<file path="src/design/tmed_ram.sv">
// ----------------------------------------------------------------------------
// tmed_ram: generic simple dual-port RAM
// One write port and one read port, read data registered.
// ----------------------------------------------------------------------------
`default_nettype none

module tmed_ram #(
	parameter int DATA_W = 8,
	parameter int DEPTH  = 16
) (
	input  wire logic                     clk,
	input  wire logic                     wr_en,
	input  wire logic [$clog2(DEPTH)-1:0] wr_addr,
	input  wire logic [DATA_W-1:0]        wr_data,
	input  wire logic                     rd_en,
	input  wire logic [$clog2(DEPTH)-1:0] rd_addr,
	output logic      [DATA_W-1:0]        rd_data
);

	logic [DATA_W-1:0] mem [DEPTH];

	always_ff @(posedge clk) begin
		if (wr_en) begin
			mem[wr_addr] <= wr_data;
		end
		if (rd_en) begin
			rd_data <= mem[rd_addr];
		end
	end

endmodule

`default_nettype wire
</file>
<file path="config.mk">
export PLATFORM = sky130hd
export DESIGN_NAME = tmed_ram
export DESIGN_NICKNAME = d
export VERILOG_FILES = /design/src/design/tmed_ram.sv
export SDC_FILE = /design/constraint.sdc
export NUM_CORES = 1
export LEC_CHECK = 0
export BUFFER_PORTS_ARGS = -buffer_cell sky130_fd_sc_hd__buf_2
export CORE_MARGIN = 2
export CORE_UTILIZATION = 28
export CTS_CLUSTER_SIZE = 8
export DETAILED_ROUTE_END_ITERATION = 7
export PLACE_DENSITY_LB_ADDON = 0.25
export SKIP_LAST_GASP = 1
export SLEW_MARGIN = 20
export SYNTH_ARGS = -nofsm -noshare
export SYNTH_HDL_FRONTEND = slang
export SYNTH_SLANG_ARGS = --single-unit
</file>
<file path="constraint.sdc">
create_clock -name clk -period 4.55 [get_ports clk]
set_clock_uncertainty 0.1 [all_clocks]
set_input_delay 0.91 -clock clk [delete_from_list [all_inputs] [get_ports clk]]
set_output_delay 0.91 -clock clk [all_outputs]
set_load 0.05 [all_outputs]
</file>
# --- Word level (Yosys, flattened, before mapping) ---
# Memory sizes are Yosys's and may differ from the RTL's. A register that Yosys moved wholly into a read port is not among the register bits.
# Cells that the tools add are included.
# W data, S select, Z words.
word_totals:
  memories: 1
  ramBits: 128
  register_bits: 0
  output_inout_bits: 8
  in_bits: 19
memory_table:
  columns: ["name", "depth", "width", "rd", "rd_ports_with_merged_regs", "wr", "line", "source"]
  rows:
  - ["mem", 16, 8, 1, 1, 1, "20", "logic [DATA_W-1:0] mem [DEPTH];"]
op_classes:
  n_mux: 2
op_table:
  columns: ["op", "n"]
  rows:
  - ["$mux W1", 2]

# --- Logic depth before layout (Yosys ltp) ---
# Gate-level depths: netlist of run 1.
logic_depth:
  depth_word: 2
  ltp_mapped: 5
  ltp_nobuf: 3

# --- Least setup slack after synthesis of run 1 ---
# Ideal clock, no wire load.
synth_path:
  path_type: "input -> register"
  startpoint: "in wr_addr[2]"
  endpoint: "mem mem[0][0], enable pin"
  setup_ns: 0.383
  t_arrival_ns: 2.020
  slack_ns: 2.047
  t_required_ns: 4.067
  path_stages: 2
  cell_sequence: "or3b_2 nor3_1"
synth_rtl:
  columns: ["element", "line", "source"]
  rows:
  - ["start: declaration", "13", "input wire logic [$clog2(DEPTH)-1:0] wr_addr,"]
  - ["end: declaration", "20", null]
# No word-level cell before the write port.

==> results of run 1 <==
[worst max-delay path by stage]
| stage | slack (ns) | startpoint | endpoint | cells after the start |
|---|---|---|---|---|
| 2_1_floorplan | 2.05 | wr_addr[2] | mem[0][0] | 2 |
| 3_3_place_gp | 1.50 | rd_addr[0] | rd_data[3] | 5 |
| 3_5_place_dp | 1.48 | rd_addr[0] | rd_data[5] | 5 |
| 4_1_cts | 1.92 | rd_addr[0] | rd_data[5] | 5 |
| 5_1_grt | 1.81 | rd_addr[0] | rd_data[5] | 5 |
| 6_report | 1.94 | rd_addr[0] | rd_data[5] | 5 |
[cell usage in the layout (no fill, tap or decap)]
cell	count
clkbuf_1	2
nor3_2	2
nor2b_1	1
and2b_1	1
clkbuf_16	17
buf_4	5
nand3_1	1
edfxtp_1	136
nand2_1	9
clkinv_1	2
nor2_1	13
a22oi_1	16
and2_1	1
mux4_1	14
nand3b_1	2
mux4_2	18
bufinv_16	8
or3b_2	1
nand2b_1	2
nor3_1	2
clkinv_4	3
buf_2	26
[cell families (layout without fill, tap and decap cells)]
group | after synthesis | after routing | synth area share
DFF | 136 | 136 | 0.781
muxes | 32 | 32 | 0.148
AOI/OAI and AO/OA | 16 | 16 | 0.0230
buffers and inverters | 10 | 63 | 0.0165
and+or+nand+nor | 35 | 35 | 0.0314
[per-stage QoR]
step | hold slack (ns) | total power, uW | cells | setup WS [ns] | area [um^2]
floorplan | 0.605 | 1540 | 229 | 2.05 | 5230
global placement | 0.635 | 1590 | 479 | 1.50 | 5610
detailed placement | 0.633 | 1600 | 479 | 1.48 | 5610
CTS | 0.640 | 3230 | 511 | 1.92 | 6310
global route | 0.673 | 3290 | 511 | 1.81 | 6310
finish | 0.635 | 3200 | 511 | 1.94 | 6310
[registers in the layout, summed over array words and instances, names as in the netlist]
register / flops
rd_data: 8
mem: 128
[routing by layer]
layer	vias to the layer above	share of wire	global-route usage
met5	-	0	0
met4	0	0.011	0.0379
met3	12	0.069	0.0357
met2	81	0.48	0.180
met1	1259	0.44	0.159
li1	1066	-	-
[tightest hold or removal path, delay by kind of cell, from the launching register on]
family	cells	cell delay, ns
multiplexers	1	0.22
flip-flops	1	0.31
AO/OA/AOI/OAI	1	0.05
AND/OR/NAND/NOR	1	0.05
[Yosys cell counts]
| cell | number |
|---|---|
| and2_1 | 1 |
| buf_6 | 3 |
| nor3_1 | 4 |
| nand2b_1 | 2 |
| mux4_2 | 18 |
| nand3_1 | 1 |
| a22oi_1 | 16 |
| buf_2 | 3 |
| mux4_1 | 14 |
| nand3b_1 | 2 |
| or3b_2 | 1 |
| nor2b_1 | 1 |
| edfxtp_1 | 136 |
| nand2_1 | 9 |
| buf_4 | 1 |
| and2b_1 | 1 |
| nor2_1 | 13 |
| clkdlybuf4s25_2 | 3 |
[power breakdown]
part / total [uW] / internal (uW) / switching, uW
logic: 147 / 50.8 / 96.5
clock network: 1630 / 1140 / 497
registers: 1420 / 1410 / 6.95
total: 3200 / 2600 / 600
[area by class of cell]
| type | count | share of cell area |
|---|---|---|
| tap | 229 | 0.0454 |
| timing repair buffer | 31 | 0.0266 |
| clock inverter | 13 | 0.0434 |
| sequential | 136 | 0.647 |
| clock buffer | 19 | 0.0686 |
| multi-input combinational | 83 | 0.169 |
==> flow_metrics.env, run 1 <==
export IMPL_cp_num_buf_inv=2
export IMPL_cts_tree="built"
export IMPL_multiInputGateArea_um2=1070
export IMPL_routed_wl_um=11000
export IMPL_whs_path_depth=3
export IMPL_n_antenna_cell=0
export IMPL_yosys_top_cells_area="edfxtp_1 (78%), mux4_2 (7.8%), mux4_1 (7.0%), a22oi_1 (2.3%), nor2_1 (0.93%)"
export IMPL_slew_violations=0
export IMPL_route_detailed_drc=0
export IMPL_r2r_setup_slack_ns=2.88
export IMPL_area_delta_synth_final_pct=20.8
export IMPL_ys_seq_area_frac=0.781
export IMPL_grt_use_total=0.117
export IMPL_path_clk_slew_ns=0.06
export IMPL_num_rows=49
export IMPL_synth_seq_cells=136
export IMPL_vdd_drop_max_mv=0.248
export IMPL_yosys_cell_types_count=18
export IMPL_initial_core_util=0.288
export IMPL_cts_made_buffers=17
export IMPL_p_leak_uw=0.00208
export IMPL_gp_congestion=0.692
export IMPL_synth_largest_area_cell="edfxtp_1"
export IMPL_cap_viol_max_count=0
export IMPL_fillers=1680
export IMPL_status="finished clean"
export IMPL_drtAntennaViolNets=0
export IMPL_finalCritPeriodShare=0.574
export IMPL_core_um2=18100
export IMPL_dieWidth_um=141
export IMPL_ys_warn_count=0
export IMPL_slowest_delay_ns=0.59
export IMPL_holdBufCountCts=0
export IMPL_cts_sinks=136
export IMPL_post_cts_resized=0
export IMPL_portBuffers=26
export IMPL_reg2reg_depth=3
export IMPL_synth_nets=248
export IMPL_cp_top_family="buffers and inverters"
export IMPL_crit_arrival_ns=2.66
export IMPL_finalSetupViolations=0
export IMPL_grt_pass1_vias=2554
export IMPL_die_area_um2=19800
export IMPL_fin_tns_setup_ns=0
export IMPL_dr_total_vias=2418
export IMPL_antenna_found_initial=0
export IMPL_cts_setup_buffers=0
export IMPL_cts_buffer_depth=2
export IMPL_relSlewSlack=0.325
export IMPL_regArea_um2=4080
export IMPL_min_period_ns=2.61
export IMPL_nets=288
export IMPL_hold_path_class="flop to flop"
export IMPL_worst_setup_path_start_kind="input port"
export IMPL_post_route_util=0.348
export IMPL_die_h_um=141
export IMPL_hold_path_end="rd_data[0]"
export IMPL_worstSetupEndpointType="flop"
export IMPL_grt_start_max_net_pins=33
export IMPL_synthDominantCellAreaShare=0.781
export IMPL_avgSynthCellArea_um2=22.8
export IMPL_path_cells="buf_2 -> buf_4 -> mux4_1 -> a22oi_1 -> nand2_1"
export IMPL_drive_gt1_frac=0.284
export IMPL_r2r_start="mem[3][6]"
export IMPL_min_delay_start="mem[12][0]"
export IMPL_wl_per_cell_um=21.5
export IMPL_hold_violations=0
export IMPL_p_per_area_nw_per_um2=507
export IMPL_ios=27
export IMPL_critPathSlowestCell="mux4_1"
export IMPL_cts_root_buf="clkbuf_16"
export IMPL_grt_pass1_wl_um=16300
export IMPL_critPathKind="input port to flop"
export IMPL_syn_instance_count=229
export IMPL_netlist_area_um2=5230
export IMPL_first_pass_iters=4
export IMPL_viasPerCell=4.73
export IMPL_worst_r2r_endpoint="rd_data[6]"
export IMPL_clkLatencyLatePin_ns=0.41
export IMPL_cp_required_ns=4.60
export IMPL_rsz0062_at_grt="false"
export IMPL_drtIter0Drc=243
export IMPL_cts_max_level=4
export IMPL_max_freq_mhz=383
export IMPL_crit_fanout=16
export IMPL_overflow=0
export IMPL_tightest_slew_ns=1.01
export IMPL_place_hpwl_um=6870
No activity file was read; power rests on OpenSTA's default activity.
==> run 2, diff against run 1 <==
==> constraint.sdc (replaced) <==
create_clock -name clk -period 2.36 [get_ports clk]
set_clock_uncertainty 0.1 [all_clocks]
set_input_delay 0.472 -clock clk [delete_from_list [all_inputs] [get_ports clk]]
set_output_delay 0.472 -clock clk [all_outputs]
set_load 0.05 [all_outputs]
==> run 2 against run 1 <==
Count of clock-buffer cells in the layout stayed put. Die area stayed put. Non-clock buffer count is 27 higher. Clock power is 38% higher. Cell count is 4.5% higher. Largest cell class unchanged. Largest power group is now registers.
==> flow_metrics.env, run 2 (same netlist as run 1, synthesis figures left out) <==
export IMPL_ios=27
export IMPL_r2r_start="mem[1][2]"
export IMPL_route_detailed_drc=0
export IMPL_initial_core_util=0.288
export IMPL_cp_endpoint="rd_data[2]"
export IMPL_worstSetupEndpointType="flop"
export IMPL_die_area_um2=19800
export IMPL_min_period_ns=1.77
export IMPL_core_um2=18100
export IMPL_cts_sinks=136
export IMPL_cp_top_family="multiplexers"
export IMPL_grt_pass1_vias=2663
export IMPL_cp_num_buf_inv=2
export IMPL_critPathKind="input port to flop"
export IMPL_top_regs="mem x128, rd_data x8"
export IMPL_finalCritPeriodShare=0.750
export IMPL_worst_r2r_endpoint="rd_data[2]"
export IMPL_cap_viol_max_count=0
export IMPL_crit_arrival_ns=1.82
export IMPL_grt_pass1_wl_um=16900
export IMPL_area_delta_synth_final_pct=21.1
export IMPL_vdd_drop_max_mv=0.597
export IMPL_crit_start="rd_addr[0]"
export IMPL_dieWidth_um=141
export IMPL_place_hpwl_um=7340
export IMPL_hold_ws_ns=0.340
export IMPL_grt_use_total=0.122
export IMPL_path_cells="buf_2 -> buf_12 -> mux4_1 -> a22oi_1 -> nand2_1"
export IMPL_path_clk_slew_ns=0.05
export IMPL_final_cell_mix="edfxtp_1 (136), buf_4 (29), buf_2 (26), mux4_2 (18), clkbuf_16 (17)"
export IMPL_fillers=1731
export IMPL_post_cts_resized=0
export IMPL_critPathSlowestCell="mux4_1"
export IMPL_n_antenna_cell=0
export IMPL_worst_slack_ns=0.590
export IMPL_largest_reg_flops=128
export IMPL_first_pass_iters=4
export IMPL_cts_max_level=4
export IMPL_num_rows=49
export IMPL_cts_made_buffers=17
export IMPL_slowest_delay_ns=0.58
export IMPL_viasPerCell=4.67
export IMPL_worst_setup_path_start_kind="input port"
export IMPL_cts_root_buf="clkbuf_16"
export IMPL_p_per_area_nw_per_um2=837
export IMPL_hold_path_class="input port to flop"
export IMPL_portBuffers=26
export IMPL_p_leak_uw=0.00213
export IMPL_nets=315
export IMPL_cp_required_ns=2.41
export IMPL_cts_setup_buffers=0
export IMPL_wl_per_cell_um=21.0
export IMPL_routed_wl_um=11200
export IMPL_fin_tns_setup_ns=0
export IMPL_antenna_found_initial=0
export IMPL_drive_gt1_frac=0.318
export IMPL_gp_congestion=0.720
export IMPL_drtIter0Drc=226
export IMPL_crit_fanout=19
export IMPL_drtAntennaViolNets=0
export IMPL_tightest_slew_ns=0.508
export IMPL_holdBufCountCts=0
export IMPL_grt_start_max_net_pins=33
export IMPL_relSlewSlack=0.661
export IMPL_rsz0062_at_grt="false"
export IMPL_dp_slack_ns=0.160
export IMPL_cts_buffer_depth=2
export IMPL_crit_cells=5
export IMPL_slew_violations=0
export IMPL_clkLatencyLatePin_ns=0.41
export IMPL_reg2reg_depth=3
export IMPL_layout_commonest_cell="edfxtp_1"
export IMPL_die_h_um=141
export IMPL_overflow=0
export IMPL_hold_violations=0
export IMPL_status="finished clean"
export IMPL_regMostFlops="mem"
export IMPL_dr_total_vias=2496
export IMPL_max_freq_mhz=565
export IMPL_r2r_setup_slack_ns=0.70
export IMPL_cts_tree="built"
export IMPL_finalSetupViolations=0
run 2: cell count changes in the layout (fill, tap and decap cells not counted), moves of 3 or more:
cell,change
bufinv_16,-7
buf_4,+24
clkinv_4,-3
clkinv_1,+4
buf_12,+3
run 2: area by class of cell:
cell class | count | area (um^2) | share of cell area
Timing Repair Buffer | 58 | 408 | 0.0644
Clock inverter | 9 | 62.6 | 0.00988
Tap cell | 229 | 287 | 0.0453
Clock buffer | 19 | 433 | 0.0684
Multi-Input combinational cell | 83 | 1060 | 0.167
Sequential cell | 136 | 4080 | 0.645
run 2: worst min-delay path by stage:
| stage | startpoint | endpoint | slack, ns | depth (start not counted) |
|---|---|---|---|---|
| 6_report | rd_en | rd_data[4] | 0.34 | 1 |
| 5_1_grt | rd_en | rd_data[0] | 0.32 | 1 |
| 4_1_cts | rd_en | rd_data[4] | 0.32 | 1 |
| 3_5_place_dp | mem[14][6] | rd_data[6] | 0.64 | 3 |
| 3_3_place_gp | mem[15][7] | rd_data[7] | 0.63 | 3 |
| 2_1_floorplan | wr_data[0] | mem[0][0] | 0.47 | 0 |
run 2: metal layers:
layer / global-route usage / up-vias / share of wire / wire, um
met2: 0.183 / 63 / 0.46 / 5140
met5: 0 / - / 0 / 0
met4: 0.0347 / 0 / 0.0079 / 89
li1: - / 1112 / - / -
met1: 0.170 / 1311 / 0.48 / 5400
met3: 0.0404 / 10 / 0.053 / 600
run 2: metrics by stage:
step	utilization	cells	instance area (um^2)	total power, uW
final	0.349	534	6330	5300
after global routing	0.349	534	6330	5500
after CTS	0.349	534	6330	5360
after detailed placement	0.322	506	5840	3110
after global placement	0.322	506	5840	3100
after floorplan	-	229	5230	2960
run 2: report_power, final:
part	total (uW)	switching, uW	internal [uW]
Clock	2250	854	1390
Combinational	312	194	118
Sequential	2740	13.6	2720
Total	5300	1060	4230
